**src/hw/rtl/u8u32_pkg.sv**
```systemverilog
`default_nettype none
// ----------------------------------------------------------------------------
// u8u32_pkg
// Shared types and constants for the UTF-8 to UTF-32 decoder.
// ----------------------------------------------------------------------------
package u8u32_pkg;

    localparam int unsigned BYTE_W  = 8;
    localparam int unsigned CP_W    = 31;
    localparam int unsigned LEFT_W  = 3;
    localparam int unsigned CONT_W  = 6;

    localparam logic [LEFT_W-1:0] LEFT_NONE = 3'd0;

    typedef logic [BYTE_W-1:0] byte_t;
    typedef logic [CP_W-1:0]   cp_t;
    typedef logic [LEFT_W-1:0] left_t;

    // Decoder state carried from one byte to the next.
    typedef struct packed {
        left_t bytes_left;
        cp_t   accum;
    } dec_state_t;

    // Outcome of decoding one byte against the current state.
    typedef struct packed {
        logic       emit;
        cp_t        code_point;
        logic       bad_lead;
        dec_state_t state_next;
    } dec_result_t;

endpackage : u8u32_pkg
`default_nettype wire

```
**src/hw/rtl/u8u32_decode.sv**
```systemverilog
`default_nettype none
// ----------------------------------------------------------------------------
// u8u32_decode
// One-byte UTF-8 decode step: lead byte classification and accumulation.
// ----------------------------------------------------------------------------
module u8u32_decode (
    input  wire u8u32_pkg::byte_t       in_byte,
    input  wire u8u32_pkg::dec_state_t  state,
    output u8u32_pkg::dec_result_t      result
);
    import u8u32_pkg::*;

    always_comb
    begin
        result                  = '0;
        result.state_next       = state;
        if (state.bytes_left != LEFT_NONE)
        begin
            // Following byte: take the low six bits, tagged or not.
            result.state_next.accum      = {state.accum[CP_W-CONT_W-1:0],
                                            in_byte[CONT_W-1:0]};
            result.state_next.bytes_left = state.bytes_left - 3'd1;
            if (state.bytes_left == 3'd1)
            begin
                result.emit       = 1'b1;
                result.code_point = {state.accum[CP_W-CONT_W-1:0],
                                     in_byte[CONT_W-1:0]};
            end
        end
        else if (!in_byte[7])
        begin
            result.emit       = 1'b1;
            result.code_point = {{(CP_W-BYTE_W){1'b0}}, in_byte};
        end
        else if (in_byte[6] && !in_byte[5])
        begin
            result.state_next.bytes_left = 3'd1;
            result.state_next.accum      = {{(CP_W-5){1'b0}}, in_byte[4:0]};
        end
        else if (in_byte[6] && !in_byte[4])
        begin
            result.state_next.bytes_left = 3'd2;
            result.state_next.accum      = {{(CP_W-4){1'b0}}, in_byte[3:0]};
        end
        else if (in_byte[6] && !in_byte[3])
        begin
            result.state_next.bytes_left = 3'd3;
            result.state_next.accum      = {{(CP_W-3){1'b0}}, in_byte[2:0]};
        end
        else if (in_byte[6] && !in_byte[2])
        begin
            result.state_next.bytes_left = 3'd4;
            result.state_next.accum      = {{(CP_W-2){1'b0}}, in_byte[1:0]};
        end
        else if (in_byte[6] && !in_byte[1])
        begin
            result.state_next.bytes_left = 3'd5;
            result.state_next.accum      = {{(CP_W-1){1'b0}}, in_byte[0]};
        end
        else
        begin
            // Stray continuation byte or 0xFE/0xFF: reject, stay at start.
            result.emit     = 1'b1;
            result.bad_lead = 1'b1;
        end
    end

endmodule : u8u32_decode
`default_nettype wire

```
**src/hw/rtl/utf8_to_utf32_decoder.sv**
```systemverilog
`default_nettype none
// ----------------------------------------------------------------------------
// utf8_to_utf32_decoder
// Byte-serial UTF-8 (1 to 6 byte form) to UTF-32 decoder.
// ----------------------------------------------------------------------------
//  channel  direction  handshake          payload
//  in       sink       in_valid/in_stall  in_byte[7:0]
//  out      source     out_valid/out_stall code_point[30:0], bad_lead
//
//  One byte per cycle sustained while out_stall is low; a beat passes the
//  input register and the decode logic into the result register, which
//  then shows the result of a character's last byte.
//  Reset clears the decode state to a character start and empties both
//  registers. A stalled result holds; the input register still takes one
//  more beat while the result waits.
// ----------------------------------------------------------------------------
module utf8_to_utf32_decoder (
    input  wire                    clk,
    input  wire                    rst_n,
    input  wire                    in_valid,
    output logic                   in_stall,
    input  wire u8u32_pkg::byte_t  in_byte,
    output logic                   out_valid,
    input  wire                    out_stall,
    output u8u32_pkg::cp_t         code_point,
    output logic                   bad_lead
);
    import u8u32_pkg::*;

    logic        in_valid_reg;
    byte_t       byte_reg;
    dec_state_t  state_reg;
    logic        out_valid_reg;
    cp_t         code_point_reg;
    logic        bad_lead_reg;
    dec_result_t dec;
    logic        advance;

    u8u32_decode u_decode (
        .in_byte (byte_reg),
        .state   (state_reg),
        .result  (dec)
    );

    // The held beat may move on whenever the result register is free.
    assign advance  = !out_valid_reg || !out_stall;
    assign in_stall = in_valid_reg && !advance;

    always_ff @(posedge clk or negedge rst_n)
    begin
        if (!rst_n)
        begin
            in_valid_reg  <= 1'b0;
            state_reg     <= '0;
            out_valid_reg <= 1'b0;
        end
        else
        begin
            if (!in_stall)
                in_valid_reg <= in_valid;
            if (in_valid_reg && advance)
                state_reg <= dec.state_next;
            if (advance)
                out_valid_reg <= in_valid_reg && dec.emit;
        end
    end

    always_ff @(posedge clk)
    begin
        if (in_valid && !in_stall)
            byte_reg <= in_byte;
        if (advance && in_valid_reg && dec.emit)
        begin
            code_point_reg <= dec.code_point;
            bad_lead_reg   <= dec.bad_lead;
        end
    end

    assign out_valid  = out_valid_reg;
    assign code_point = code_point_reg;
    assign bad_lead   = bad_lead_reg;

`ifndef NO_ASSERTIONS
    a_bad_zero: assert property (@(posedge clk) disable iff (!rst_n)
        out_valid && bad_lead |-> code_point == '0)
        else $error("rejected byte with nonzero code point");

    a_empty_no_stall: assert property (@(posedge clk) disable iff (!rst_n)
        !in_valid_reg |-> !in_stall)
        else $error("input stalled with empty input register");

    a_left_range: assert property (@(posedge clk) disable iff (!rst_n)
        state_reg.bytes_left != 3'd6 && state_reg.bytes_left != 3'd7)
        else $error("following byte count out of range");

    a_last_emits: assert property (@(posedge clk) disable iff (!rst_n)
        in_valid_reg && advance && state_reg.bytes_left == 3'd1 |=> out_valid)
        else $error("last following byte gave no result");

    a_start_after_last: assert property (@(posedge clk) disable iff (!rst_n)
        in_valid_reg && advance && state_reg.bytes_left == 3'd1
        |=> state_reg.bytes_left == LEFT_NONE)
        else $error("decoder not back at character start");
`endif

endmodule : utf8_to_utf32_decoder
`default_nettype wire
```
**config.mk**
```make
export PLATFORM = sky130hd
export DESIGN_NAME = utf8_to_utf32_decoder
export DESIGN_NICKNAME = d
export VERILOG_FILES = /design/src/hw/rtl/u8u32_pkg.sv /design/src/hw/rtl/u8u32_decode.sv /design/src/hw/rtl/utf8_to_utf32_decoder.sv
export SDC_FILE = /design/constraint.sdc
export NUM_CORES = 1
export LEC_CHECK = 0
export BUFFER_PORTS_ARGS = -buffer_cell sky130_fd_sc_hd__buf_2
export CORE_MARGIN = 10
export CORE_UTILIZATION = 55
export DETAILED_ROUTE_END_ITERATION = 8
export PLACE_DENSITY = 0.82
export SETUP_SLACK_MARGIN = 0.2
export SYNTH_ARGS = -nofsm -noshare
export SYNTH_HDL_FRONTEND = slang
export SYNTH_SLANG_ARGS = --single-unit
```
**constraint.sdc**
```tcl
create_clock -name clk -period 6.09 [get_ports clk]
set_input_delay 1.218 -clock clk [delete_from_list [all_inputs] [get_ports clk]]
set_output_delay 1.218 -clock clk [all_outputs]
set_load 0.01 [all_outputs]
```
==> results.json <==
{
  "path_clk_slew_ps": 70,
  "diodes": 0,
  "gp_congestion": 0.8759,
  "p_total_mw": 1.590,
  "insertion_delay_ps": 340,
  "synth.distinct_cells": 32,
  "grt_overflow": 0,
  "switchingPower_uw": 496.3,
  "fin_crit_ps": 2863,
  "num_vias": 1678,
  "clkSinkCount": 70,
  "first_iter_violations": 110,
  "worst_pin_slew_ps": 1194,
  "cp_slowest_cell": "nor4_2",
  "cts_tree": "built",
  "ant_nets": 0,
  "p_int_mw": 1.094,
  "cts_buffer_depth": 2,
  "r2r_cells": 5,
  "cp-start-kind": "input pin",
  "die_y_um": 91.88,
  "dp_hpwl_um": 3311,
  "crit_buf_inv": 2,
  "drt_first_pass_iters": 4,
  "slew_headroom": 0.2013,
  "avgSynthCellArea_um2": 14.88,
  "slowest_delay_ps": 930,
  "min_period_over_period": 0.4700,
  "ir_drop_v": 0.0002752,
  "grt_pass1_wl_um": 8293,
  "cts_max_level": 3,
  "ctsHoldBuffers": 0,
  "wl_per_cell_um": 15.13,
  "power.density_nw_per_um2": 480.8,
  "drive_gt1_frac": 0.2939,
  "maxSlewViolCount": 0,
  "p_clk_frac": 0.247,
  "antenna_found_initial": 0,
  "critPathMostFrequentCell": "nand2_1",
  "final_nets": 255,
  "setup_viol": 0,
  "crit-reg2reg-launch": "byte_reg[4]",
  "r2r_slack_ps": 3250,
  "rsz0062_at_grt": "false",
  "fp-row-count": 26,
  "place_ws_ps": 2835,
  "area_delta_synth_final_pct": 16.38,
  "holdPathEnd": "state_reg[19]",
  "finalSetupTns_ps": 0,
  "crit_fanout": 23,
  "yosysWarnings": 0,
  "synth-seq-cells": 70,
  "cp-end-kind": "register",
  "coreArea_um2": 5042,
  "synth_nets": 206,
  "grt_pass1_vias": 1653,
  "path_delay_family": "simple AND/OR/NAND/NOR gates",
  "num_io_pins": 46,
  "worstPathArrival_ps": 2880,
  "avgViaCountPerCell": 5.327,
  "netSwitchingFraction": 0.3121,
  "hold_class": "reg -> reg",
  "cts_resized": 0,
  "chipWidth_um": 91.88,
  "cts_setup_buffers": 0,
  "portBuffers": 45,
  "worstPathCellList": "buf_2 > nand2_1 > nand2_1 > nor4_2 > buf_4",
  "grt_max_degree": 31,
  "synthesis.area_um2": 2841,
  "numCtsBuffers": 9,
  "synth_cells": 191,
  "reg2reg_to": "code_point[16]",
  "finClkSkew_ps": 8.277,
  "holdPathStages": 1,
  "power_frac_seq": 0.481,
  "p_leak_nw": 1.406,
  "hold-worst-slack_ps": 495.1,
  "largest_register_ff_count": 31,
  "worst_slack_ps": 3227,
  "drv_cap": 0,
  "combPwrFrac": 0.272,
  "status": "completed",
  "required_ps": 6110,
  "cts-root-buf": "clkbuf_8",
  "critPathKind": "in -> reg",
  "grt.total_usage": 0.1239,
  "die-area_um2": 8441,
  "drc_errors": 0,
  "max_freq_mhz": 349.3,
  "seq_area_frac_synth": 0.6869,
  "holdCritStartpoint": "state_reg[19]",
  "hold_viol": 0,
  "start_util": 0.5635,
  "routed_wl_um": 4766
}
==> worst reg2reg max path: stages (launching register included) <==
cell and delay [ps]:
edfxtp_1 490, nand3_2 150, o21a_1 280, and3_4 220
nor4_2 950, buf_4 430
==> worst max-delay path by stage <==
stage	startpoint	to	slack (ps)	cells after the start
floorplan	out_stall	bad_lead	1110	3
detailed placement	out_stall	code_point[28]	2830	5
global placement	out_stall	code_point[28]	2910	5
finish	out_stall	code_point[16]	3230	5
global route	out_stall	code_point[14]	3080	5
CTS	out_stall	code_point[13]	3220	5
==> cells in the mapped netlist <==
library cell / count / area (um2)
nor2_2: 1 / 6.260
and2_1: 31 / 193.9
a21oi_1: 7 / 35.03
o21ai_4: 2 / 32.53
nand2b_1: 4 / 25.02
o21ai_0: 5 / 25.02
nand2b_4: 1 / 13.76
a22o_1: 22 / 192.7
inv_1: 5 / 18.77
dfrtp_1: 30 / 750.7
and3_4: 1 / 11.26
edfxtp_1: 40 / 1201
nor2b_1: 1 / 6.260
clkbuf_1: 2 / 7.510
nand3_1: 2 / 10.01
nand2_1: 6 / 22.52
nor4_1: 2 / 12.51
o21a_1: 1 / 7.510
nand3_2: 1 / 10.01
mux2_1: 2 / 22.52
ha_1: 3 / 37.54
a32o_1: 2 / 20.02
a21boi_2: 1 / 11.26
a221oi_1: 1 / 8.760
a21boi_4: 1 / 18.77
a21oi_2: 1 / 8.760
nor2_1: 4 / 15.01
nor2b_2: 1 / 8.760
a2bb2oi_1: 1 / 8.760
o41ai_2: 1 / 16.27
nor3_1: 3 / 15.01
buf_6: 6 / 67.56
==> layout by cell type, fill, tap and decap left out, types with 3 or more instances in the layout <==
master,n
and2_1,31
nor2_1,4
ha_1,3
a21oi_1,7
clkbuf_8,9
edfxtp_1,40
inv_1,5
buf_2,45
dfrtp_1,30
nand2b_1,4
nand2_1,6
o21ai_0,5
nor3_1,3
a22o_1,22
==> power groups by stage <==
| stage | combinational [mW] | sequential, mW | clock (mW) |
|---|---|---|---|
| after floorplan | 0.318 | 0.783 | 0 |
| after global placement | 0.426 | 0.768 | 0 |
| after detailed placement | 0.437 | 0.773 | 0 |
| after CTS | 0.439 | 0.764 | 0.402 |
| after global routing | 0.483 | 0.782 | 0.423 |
| final | 0.433 | 0.764 | 0.393 |
==> per-stage QoR <==
stage | instance area (um2) | utilization | instances
detailed placement | 3093 | 0.6134 | 299
finish | 3307 | 0.6558 | 315
global route | 3307 | 0.6558 | 315
global placement | 3093 | 0.6134 | 299
floorplan | 2841 | - | 191
CTS | 3307 | 0.6558 | 315
==> final cells by class <==
cell class / instances / area (um2)
fillers: 364 / 1735
clock inverters: 6 / 86.33
flip-flops and latches: 70 / 1952
inverters: 5 / 18.77
repair buffers: 46 / 232.7
clock buffers: 10 / 127.6
multi-input cells: 108 / 802.0
well taps: 70 / 87.58
==> routing by layer <==
layer  global-route usage  up-vias  wire, um
met5                    0        -         0
met1               0.1541      806      2018
met3              0.04727       11       396
li1                     -      802         -
met4              0.07326        0       107
met2               0.1800       59      2245
==> logic make-up after synthesis <==
logic type	Yosys count	share of synthesized area
flops	70	0.6869
simple gates	58	0.1233
compound gates	45	0.1356
buf+inv	13	0.03303
fa+ha+maj	3	0.01321
mux	2	0.007925
(Power assumes the default switching activity.)
